<file path="src/design/wide_integer_alu_unit_defines.svh">
// assertion macros for the wide integer alu unit
// no dependencies
`ifndef WIDE_INTEGER_ALU_UNIT_DEFINES_SVH
`define WIDE_INTEGER_ALU_UNIT_DEFINES_SVH
`define WIA_ASSERT_IMP(label, clk, rst, a, c) \
  label: assert property (@(posedge clk) disable iff (rst) (a) |-> (c)) \
    else $error("check failed");
`define WIA_ASSERT_NEXT(label, clk, rst, a, c) \
  label: assert property (@(posedge clk) disable iff (rst) (a) |=> (c)) \
    else $error("check failed");
`endif

</file>
<file path="src/design/wia_pkg.sv">
// shared types and command codes for the wide integer alu unit
// no dependencies
`timescale 1ns / 1ps
`default_nettype none
package wia_pkg;
  localparam int unsigned DATA_W = 128;
  localparam int unsigned HALF_W = 64;
  localparam int unsigned CMD_W = 5;
  localparam int unsigned MUL_W = 32;

  typedef enum logic [CMD_W-1:0] {
    CMD_ADD = 5'd0, CMD_SUB = 5'd1, CMD_MUL = 5'd2, CMD_DIV = 5'd3, CMD_MOD = 5'd4,
    CMD_NEG = 5'd5, CMD_INC = 5'd6, CMD_DEC = 5'd7, CMD_SHL = 5'd8, CMD_SHR = 5'd9,
    CMD_ROL = 5'd10, CMD_ROR = 5'd11, CMD_EQ = 5'd12, CMD_NE = 5'd13, CMD_LT = 5'd14,
    CMD_LE = 5'd15, CMD_GT = 5'd16, CMD_GE = 5'd17, CMD_AND = 5'd18, CMD_OR = 5'd19,
    CMD_NOT = 5'd20, CMD_XOR = 5'd21, CMD_NAND = 5'd22, CMD_NOR = 5'd23,
    CMD_XNOR = 5'd24
  } cmd_t;

  // one item as it rides down the chain
  typedef struct packed {
    logic [CMD_W-1:0]  cmd;
    logic [DATA_W-1:0] a;
    logic [DATA_W-1:0] b;
    logic [DATA_W-1:0] rem;   // partial remainder
    logic [DATA_W-1:0] quo;   // quotient, dividend bits shift out of its top
    logic [DATA_W-1:0] acc;   // product accumulator
  } item_t;

  typedef struct packed {
    logic [DATA_W-1:0] res;
    logic [DATA_W-1:0] rem;
    logic              flag;
  } result_t;
endpackage
`default_nettype wire

</file>
<file path="src/design/wia_final.sv">
// last stage: picks the result for the command; depends on wia_pkg
`timescale 1ns / 1ps
`default_nettype none
module wia_final (
  input  wia_pkg::item_t   din,
  output wia_pkg::result_t dout
);
  import wia_pkg::*;
  logic [DATA_W-1:0] a;
  logic [DATA_W-1:0] b;
  logic              lt_ab;
  logic              lt_ba;
  logic              eq_ab;

  always_comb begin
    a = din.a;
    b = din.b;
    lt_ab = a < b;
    lt_ba = b < a;
    eq_ab = a == b;
    dout = '0;
    unique case (din.cmd)
      CMD_ADD:  dout.res = a + b;
      CMD_SUB:  dout.res = a - b;
      CMD_MUL:  dout.res = din.acc;
      CMD_DIV:  begin
        dout.res = din.quo;
        dout.rem = din.rem;
      end
      CMD_MOD:  dout.res = din.rem;
      CMD_NEG:  dout.res = '0 - a;
      CMD_INC:  dout.res = a + DATA_W'(1);
      CMD_DEC:  dout.res = a - DATA_W'(1);
      CMD_SHL:  dout.res = {a[DATA_W-2:0], 1'b0};
      CMD_SHR:  dout.res = {1'b0, a[DATA_W-1:1]};
      CMD_ROL:  dout.res = {a[DATA_W-2:0], a[DATA_W-1]};
      CMD_ROR:  dout.res = {a[0], a[DATA_W-1:1]};
      CMD_EQ:   dout.flag = eq_ab;
      CMD_NE:   dout.flag = !eq_ab;
      CMD_LT:   dout.flag = lt_ab;
      CMD_LE:   dout.flag = !lt_ba;
      CMD_GT:   dout.flag = lt_ba;
      CMD_GE:   dout.flag = !lt_ab;
      CMD_AND:  dout.res = a & b;
      CMD_OR:   dout.res = a | b;
      CMD_NOT:  dout.res = ~a;
      CMD_XOR:  dout.res = a ^ b;
      CMD_NAND: dout.res = ~(a & b);
      CMD_NOR:  dout.res = ~(a | b);
      CMD_XNOR: dout.res = ~(a ^ b);
      default:  dout = '0;
    endcase
  end
endmodule
`default_nettype wire

</file>
<file path="config.mk">
export PLATFORM = sky130hd
export DESIGN_NAME = wia_final
export DESIGN_NICKNAME = d
export VERILOG_FILES = /design/src/design/wide_integer_alu_unit_defines.svh /design/src/design/wia_pkg.sv /design/src/design/wia_final.sv
export SDC_FILE = /design/constraint.sdc
export NUM_CORES = 2
export LEC_CHECK = 0
export ABC_CLOCK_PERIOD_IN_PS = 20700
export CAP_MARGIN = 15
export CORE_AREA = 2 2 353 355
export DETAILED_ROUTE_END_ITERATION = 6
export DIE_AREA = 0 0 355 357
export DONT_BUFFER_PORTS = 1
export PLACE_DENSITY = 0.57
export SYNTH_ARGS = -nofsm -noshare
export SYNTH_HDL_FRONTEND = slang
export SYNTH_SLANG_ARGS = --single-unit
</file>
<file path="constraint.sdc">
create_clock -name vclk -period 20.7
set_input_delay 6.21 -clock vclk [all_inputs]
set_output_delay 6.21 -clock vclk [all_outputs]
set_load 0.02 [all_outputs]
</file>
==> qor.txt <==
Status: finished with violations
Failing checks: design-rule violations
Power per cell area: 28.59 nW/um2
Fin util: 0.3338
Via density: 6.842
Total die area: 126700 um2
Hold Vio Cnt, Final: 0
CORE AREA: 123000 um2
Post-synthesis cell type count: 92
CP endpoint kind: output port
Max_cap viols: 0
Worst vdd ir: 0.01058 mV
# nets final: 7134
TNS Setup: 0 ns
# setup viols final: 0
Largest net degree at the start of global routing: 255
Post-synth top cells: o21ai_0 (654), nand2_1 (583), a21oi_1 (547)
Combinational power share: 1.000
Vias in the first global route: 48330
Lkg Pwr: 0.01608 uW
Slew Limit Fails: 0
Top Ports: 902
RSZ-0062 raised after global routing: no
Post-synthesis sequential area ratio: 0
Layout fillers: 13890
Switching share of power: 0.6859
Vias: 52330
Startpoint Class: input pin
# rows: 129
Routability cong.: 1.043
Reg power frac: 0
Synth warn: 0
Port bufs: 0
Top-area cell type share of the netlist area: 0.1626
Worst Hold Class: in2out
Final ANT Viol Nets: 0
Antenna violations before repair: 64
Min cycle time layout: 19.79 ns
DRC: 35
Post-synthesis cell count: 6306
Die Span X: 355 um
Design internal power: 368.7 uW
First-pass GRT wire length: 378.9 mm
Setup crit start: din[398]
CTS Hold Buffers Added: 0
CP required: 14.49 ns
Resize count post-CTS: 0
Post-CTS Setup Bufs: 0
Area of the multi-input gates: 36120 um2
Sequential cell count: 0
GR Util All Layers: 0.4111
P&R area growth vs syn: 4.003%
Drt first pass iters: 7
Hold Path Stages: 1
Period utilisation layout: 0.9561
DP Wirelength: 220.4 mm
Data arrival time of the worst path: 13.58 ns
Starting Density: 0.3210
Chip Height: 357 um
Drt wl/cell: 36.33 um
Switch Pwr: 805.2 uW
Largest area contributor in the netlist: ha_1
Total wire length: 277.8 mm
Crit Path Class: in2out
Total grt overflow: 0
Clk_buf instances: 0
Syn_area_per_cell: 6.260 um2
Area contributors post-synth: ha_1 (16%), xnor2_1 (9.8%), o21ai_0 (8.3%)
Cell Area, Synth: 39480 um2
Slew Limit Headroom: 0.1489
Max Fclk: 0.05053 GHz
Layout cell share with drive strength beyond 1: 0.03768
Crit-path max FO: 8
Most frequent cell after synthesis: o21ai_0
Register area: 0 um2
Slew @ Worst Pin: 1.263 ns
Syn Nets: 7466
Worst hold start: din[294]
Iter 0 DRT Violations: 8078
Clock power share: 0
-- cell type report --
class	count	share of cell area
multi-input cells	5364	0.8799
well taps	1637	0.04989
inverters	479	0.04379
repair buffers	129	0.02408
diodes	39	0.002377
-- power by group through the flow --
stage	registers, uW	logic [uW]	clock network [uW]
4_1_cts	0	1130	0
3_3_place_gp	0	1120	0
5_1_grt	0	1230	0.000124
6_report	0	1170	0.0000337
2_1_floorplan	0	762	0
3_5_place_dp	0	1120	0
-- logic make-up after synthesis --
logic type / synth area share
buffers and inverters: 0.08992
and+or+nand+nor: 0.2617
muxes: 0.02396
adders and majority gates: 0.1636
xor gates and xnor gates: 0.1081
AOI/OAI and AO/OA: 0.3527
-- through the flow --
step	worst slack, ns	instances	power, uW	hold WS [ns]	cell area [um2]
finish	0.9084	7648	1174	12.60	41060
global placement	1.103	7604	1125	12.61	40930
detailed placement	1.071	7607	1123	12.60	40950
CTS	1.062	7607	1129	12.60	40950
floorplan	2.488	6306	761.9	12.60	39480
global route	0.5292	7628	1232	12.61	41010
-- per-layer routing --
layer	vias up	global-route usage	wire (um)
li1	22460	-	-
met1	25030	0.4935	104400
met2	3797	0.6192	116200
met3	982	0.1518	35980
met4	58	0.2562	20910
met5	-	0	354
-- worst max-delay path, cell delays in order --
cell and delay (ns):
or3_1 0.43, nor4_1 0.81, and4_1 0.48, nand2_1 0.17
nor2_1 0.27, nand2_1 0.17, nor3_1 0.43, nand3_1 0.24
xnor2_1 0.18, o21ai_0 0.10, ha_1 0.46, nand4_1 0.22
nor4_1 0.47, and2_1 0.19, o2bb2ai_1 0.12, nor3_1 0.15
o31ai_1 0.29, buf_4 0.18, a21oi_1 0.16, or2_2 0.38
or4_1 0.52, mux2_2 0.31, o221ai_1 0.39, buf_4 0.23
-- cells in the final DEF (no fill, tap or decap), drive strengths merged, types with 39 or more instances in the layout --
cell / instances
a21oi: 547
diode: 39
nand3: 185
buf: 129
a221oi: 145
a31oi: 48
nor4: 146
xor2: 44
o211ai: 55
and2: 159
nand2: 584
a222oi: 117
o21bai: 80
a211oi: 40
o221ai: 59
ha: 513
o21ai: 660
o31ai: 65
nor2b: 49
nand4: 128
nor2: 481
xnor2: 443
nor3: 165
inv: 478
mux2i: 90
or3: 55
a21o: 84
-- final timing paths --
path	end
setup / recovery	dout[249]
hold / removal	dout[39]
No activity file was read; power rests on OpenSTA's default activity.
