==> src/design/wide_integer_alu_unit_defines.svh <==
// assertion macros for the wide integer alu unit
// no dependencies
`ifndef WIDE_INTEGER_ALU_UNIT_DEFINES_SVH
`define WIDE_INTEGER_ALU_UNIT_DEFINES_SVH
`define WIA_ASSERT_IMP(label, clk, rst, a, c) \
  label: assert property (@(posedge clk) disable iff (rst) (a) |-> (c)) \
    else $error("check failed");
`define WIA_ASSERT_NEXT(label, clk, rst, a, c) \
  label: assert property (@(posedge clk) disable iff (rst) (a) |=> (c)) \
    else $error("check failed");
`endif

==> src/design/wia_pkg.sv <==
// shared types and command codes for the wide integer alu unit
// no dependencies
`timescale 1ns / 1ps
`default_nettype none
package wia_pkg;
  localparam int unsigned DATA_W = 128;
  localparam int unsigned HALF_W = 64;
  localparam int unsigned CMD_W = 5;
  localparam int unsigned MUL_W = 32;

  typedef enum logic [CMD_W-1:0] {
    CMD_ADD = 5'd0, CMD_SUB = 5'd1, CMD_MUL = 5'd2, CMD_DIV = 5'd3, CMD_MOD = 5'd4,
    CMD_NEG = 5'd5, CMD_INC = 5'd6, CMD_DEC = 5'd7, CMD_SHL = 5'd8, CMD_SHR = 5'd9,
    CMD_ROL = 5'd10, CMD_ROR = 5'd11, CMD_EQ = 5'd12, CMD_NE = 5'd13, CMD_LT = 5'd14,
    CMD_LE = 5'd15, CMD_GT = 5'd16, CMD_GE = 5'd17, CMD_AND = 5'd18, CMD_OR = 5'd19,
    CMD_NOT = 5'd20, CMD_XOR = 5'd21, CMD_NAND = 5'd22, CMD_NOR = 5'd23,
    CMD_XNOR = 5'd24
  } cmd_t;

  // one item as it rides down the chain
  typedef struct packed {
    logic [CMD_W-1:0]  cmd;
    logic [DATA_W-1:0] a;
    logic [DATA_W-1:0] b;
    logic [DATA_W-1:0] rem;   // partial remainder
    logic [DATA_W-1:0] quo;   // quotient, dividend bits shift out of its top
    logic [DATA_W-1:0] acc;   // product accumulator
  } item_t;

  typedef struct packed {
    logic [DATA_W-1:0] res;
    logic [DATA_W-1:0] rem;
    logic              flag;
  } result_t;
endpackage
`default_nettype wire

==> src/design/wia_cell.sv <==
// one cell of the chain: one restoring divide step; on the first sixteen
// cells also a 32x32 partial product if it fits 128 bits; depends on wia_pkg
`timescale 1ns / 1ps
`default_nettype none
module wia_cell #(
  parameter int unsigned INDEX = 0
) (
  input  wire logic           clk,
  input  wire logic           en,
  input  wia_pkg::item_t      din,
  output wia_pkg::item_t      dout
);
  import wia_pkg::*;
  localparam int unsigned LANES = DATA_W / MUL_W;

  logic [DATA_W:0]    trial;
  logic [DATA_W:0]    diff;
  logic [DATA_W-1:0]  pp;
  item_t              nxt;

  always_comb begin
    nxt = din;
    trial = {din.rem, din.quo[DATA_W-1]};
    diff = trial - {1'b0, din.b};
    nxt.quo = {din.quo[DATA_W-2:0], ~diff[DATA_W]};
    nxt.rem = diff[DATA_W] ? trial[DATA_W-1:0] : diff[DATA_W-1:0];
    pp = '0;
    if (INDEX < LANES * LANES) begin
      if ((INDEX / LANES) + (INDEX % LANES) < LANES) begin
        pp = DATA_W'({MUL_W'(din.a >> (MUL_W * (INDEX / LANES)))}
             * {MUL_W'(din.b >> (MUL_W * (INDEX % LANES)))})
             << (MUL_W * ((INDEX / LANES) + (INDEX % LANES)));
      end
      nxt.acc = din.acc + pp;
    end
  end

  always_ff @(posedge clk) begin
    if (en) begin
      dout <= nxt;
    end
  end
endmodule
`default_nettype wire

==> config.mk <==
export PLATFORM = sky130hd
export DESIGN_NAME = wia_cell
export DESIGN_NICKNAME = d
export VERILOG_FILES = /design/src/design/wide_integer_alu_unit_defines.svh /design/src/design/wia_pkg.sv /design/src/design/wia_cell.sv
export SDC_FILE = /design/constraint.sdc
export NUM_CORES = 2
export LEC_CHECK = 0
export BUFFER_PORTS_ARGS = -buffer_cell sky130_fd_sc_hd__buf_2
export CORE_AREA = 2 2 501 503
export CTS_CLUSTER_DIAMETER = 60
export DETAILED_ROUTE_END_ITERATION = 12
export DIE_AREA = 0 0 503 505
export SETUP_SLACK_MARGIN = 0.05
export SYNTH_ARGS = -nofsm -noshare
export SYNTH_HDL_FRONTEND = slang
export SYNTH_SLANG_ARGS = --single-unit
==> constraint.sdc <==
create_clock -name clk -period 9.75 [get_ports clk]
set_clock_uncertainty 0.15 [all_clocks]
set_input_delay 0.4875 -clock clk [delete_from_list [all_inputs] [get_ports clk]]
set_output_delay 0.4875 -clock clk [all_outputs]
set_load 0.02 [all_outputs]
==> results.cfg <==
[critical_path]
cp-start-kind = primary input
slowest_stage = sky130_fd_sc_hd__dlygate4sd3_1
critical_path_arrival_ns = 9.81
end_kind = flip-flop
critical_path.max_fanout = 29
worst-setup-path-type = primary input to flip-flop
crit_required_ns = 10.07
cp_common_cell = sky130_fd_sc_hd__fa_1
critPathMaxStageDelay_ns = 0.57
worst_setup_path_startpoint = din[530]

[clock_tree]
cts_tree = done
clkSlewWorstSetupHoldPaths_ns = 0.06
cts_setup_buffers = 0
clockRootBuffer = sky130_fd_sc_hd__clkbuf_16
sinks_on_the_clock_net = 645
clock_tree.buffer_depth = 3
number_of_levels_in_the_clock_h_tree = 3
cts_inserted_buffers = 99

[drt]
wl_per_cell_um = 27.66
count_of_unresolved_drc_violations_after_routing = 0
via_count = 56460
via_per_inst = 4.835
detail_route.iter0.violations = 4835
routed_wire_length_um = 323100
ant_nets_after_route = 0
tritonroute_pass_1_iters = 6

[grt]
global_route_overflow = 0
grt_pass1_wl_um = 449100
gr-usage-all-layers = 0.2487
grt_antenna_before_repair = 80
vias_in_the_first_global_route = 59280
pin_count_of_the_biggest_net_entering_global_routing = 123

[outcome]
outcome = finished, final reports clean

[yosys]
post_synthesis_xor_xnor_area_fraction = 0.03186
netlist.top_cell.by_area = sky130_fd_sc_hd__edfxtp_1
ys_top_cells_by_area = sky130_fd_sc_hd__edfxtp_1 29%, sky130_fd_sc_hd__fa_1 29%, sky130_fd_sc_hd__ha_1 7.2%
postSynth.asyncResetShare = 0
synthesis.area_per_instance_um2 = 10.28
yosysSeqAreaShare = 0.2887
yosys.cell_count.top_type = sky130_fd_sc_hd__inv_1
post_synthesis_sequential_element_count = 645
syn_inst = 6522
post-synth-top-area-fraction = 0.2887
arithmetic_cell_share_of_the_synthesized_area_counting_full_adders_half_adders_and_majority_gates = 0.3596
postSynthNetCount = 8519
yosys.cell_types.count = 88
synth-edff-count = 645
synth_top_family_by_area = adder cells
post_synth_and_or_nand_nor_area_fraction = 0.1309
post_synth_instance_area_um2 = 67080
synth.cells.most_frequent = 1222 x sky130_fd_sc_hd__inv_1, 963 x sky130_fd_sc_hd__fa_1, 807 x sky130_fd_sc_hd__nand2_1
synth_mux_area_frac = 0.02395
synth-warning-count = 0
postSynth.topFlopCell = sky130_fd_sc_hd__edfxtp_1
synth_compound_area_frac = 0.07582

[layout]
postLayoutCoreUtil = 0.3463
total_nets_final = 10210
biggest_register = dout
reg.largest.list = dout: 645 flops
n_fill_cell = 25240
final_layout_size_suffix_gt1_frac = 0.2058
largest_reg_flops = 645
finish.instance_area_um2 = 85960
area.growth.synth_to_final_pct = 28.15

[floorplan]
die_width_um = 503
die_area_um2 = 254000
core.rowCount = 183
floorplan.io_pins = 1292
core_area_um2 = 248200
die_y_um = 505
floorplan.initialDensity = 0.2703

[flow_run]
max_cap_violation_count = 0

[timing]
finalMaxSlewViolations = 0
maxClockFrequency_mhz = 105.3
whs_ns = 0.07747
layout_worst_path_cycle_share = 0.9736
finalSetupViolCount = 0
finalCriticalPeriod_ns = 9.493
finalHoldViolCount = 0
fin_setup_tns_ns = 0
worst_pin_slew_ns = 1.291
timing.max_slew.rel_slack = 0.1317
setup_repair_after_global_routing_missed_its_margin = no

[hold_path]
min_delay_path_depth = 3
hold_path_startpoint = din[108]
hold_path_end = dout[108]$_DFFE_PP_
holdCritPathClass = primary input to flip-flop

[place]
dp.final_hpwl_um = 269300
gp_congestion = 0.9823
io_buffer_count = 1291
placed_cell_area_um2 = 77190
==> area by class of cell <==
cell class | instances | area [um^2] | share of cell area
antenna | 53 | 132.6 | 0.001543
tap | 3330 | 4167 | 0.04847
multi-input combinational | 4339 | 41770 | 0.4859
inverter | 1222 | 4587 | 0.05336
timing repair buffer | 1906 | 12440 | 0.1448
sequential | 645 | 19370 | 0.2253
clock buffer | 111 | 2522 | 0.02934
clock inverter | 73 | 973.4 | 0.01132
==> timing repair <==
| action | 4_1_cts | 5_1_grt |
|---|---|---|
| setup endpoints to repair | 0 | 4 |
| gates resized for setup | 0 | 7 |
| endpoints found under the hold margin | 529 | 0 |
| hold buffers | 511 | 0 |
==> worst max-delay path, delay by kind of cell <==
family / cells / cell delay (ns)
fa+ha+maj: 9 / 4.32
buf+inv: 12 / 2.24
compound gates: 7 / 1.77
simple gates: 4 / 0.80
xor+xnor: 1 / 0.15
==> layout by cell type, fill, tap and decap left out, types with 12 or more instances in the layout <==
cell / n
sky130_fd_sc_hd__buf_4: 97
sky130_fd_sc_hd__nor2b_1: 17
sky130_fd_sc_hd__o21a_1: 19
sky130_fd_sc_hd__xor2_1: 89
sky130_fd_sc_hd__o21bai_1: 49
sky130_fd_sc_hd__o21ai_0: 193
sky130_fd_sc_hd__mux2_4: 92
sky130_fd_sc_hd__fa_1: 963
sky130_fd_sc_hd__and2_1: 477
sky130_fd_sc_hd__a211oi_1: 17
sky130_fd_sc_hd__diode_2: 53
sky130_fd_sc_hd__and3_1: 39
sky130_fd_sc_hd__a21oi_1: 293
sky130_fd_sc_hd__nand2_1: 807
sky130_fd_sc_hd__o31ai_1: 21
sky130_fd_sc_hd__mux2_2: 20
sky130_fd_sc_hd__buf_2: 1287
sky130_fd_sc_hd__nand2b_1: 15
sky130_fd_sc_hd__nand3_1: 48
sky130_fd_sc_hd__ha_1: 387
sky130_fd_sc_hd__a21o_1: 91
sky130_fd_sc_hd__nor2_1: 180
sky130_fd_sc_hd__clkbuf_16: 99
sky130_fd_sc_hd__a31oi_1: 25
sky130_fd_sc_hd__o211ai_1: 13
sky130_fd_sc_hd__o21ai_1: 13
sky130_fd_sc_hd__xnor2_1: 155
sky130_fd_sc_hd__dlygate4sd3_1: 511
sky130_fd_sc_hd__or3_1: 13
sky130_fd_sc_hd__nand4_1: 107
sky130_fd_sc_hd__inv_1: 1222
sky130_fd_sc_hd__inv_6: 16
sky130_fd_sc_hd__clkbuf_1: 12
sky130_fd_sc_hd__nor4_1: 26
sky130_fd_sc_hd__nor3_1: 40
sky130_fd_sc_hd__edfxtp_1: 645
==> through the flow <==
step           std cells  setup WS [ns]
3_5_place_dp       10930         0.3592
5_1_grt            11650        0.05411
6_report           11680         0.2571
4_1_cts            11630         0.2123
2_1_floorplan       6522          1.671
3_3_place_gp       10930         0.2607
==> cell families after synthesis <==
| group | after synthesis |
|---|---|
| fa+ha+maj | 1350 |
| xor+xnor | 244 |
| mux | 112 |
| simple gates | 1806 |
| compound gates | 827 |
| flops | 645 |
| buf+inv | 1538 |
==> worst max path at each step <==
stage	to	cells after the start
finish	dout[127]$_DFFE_PP_	33
global route	dout[127]$_DFFE_PP_	33
CTS	dout[87]$_DFFE_PP_	33
detailed placement	dout[97]$_DFFE_PP_	29
global placement	dout[101]$_DFFE_PP_	32
floorplan	dout[122]$_DFFE_PP_	31
==> metal layers <==
metal | global-route usage | vias to the layer above | wire length, um
met1 | 0.2984 | 28980 | 124300
li1 | - | 24320 | -
met3 | 0.04750 | 592 | 22850
met5 | 0 | - | 200
met2 | 0.4136 | 2543 | 153200
met4 | 0.1455 | 32 | 22550
Power is left out: the tool's default activity adds up to more than one toggle a clock period on the data nets, which glitch-free logic cannot reach.
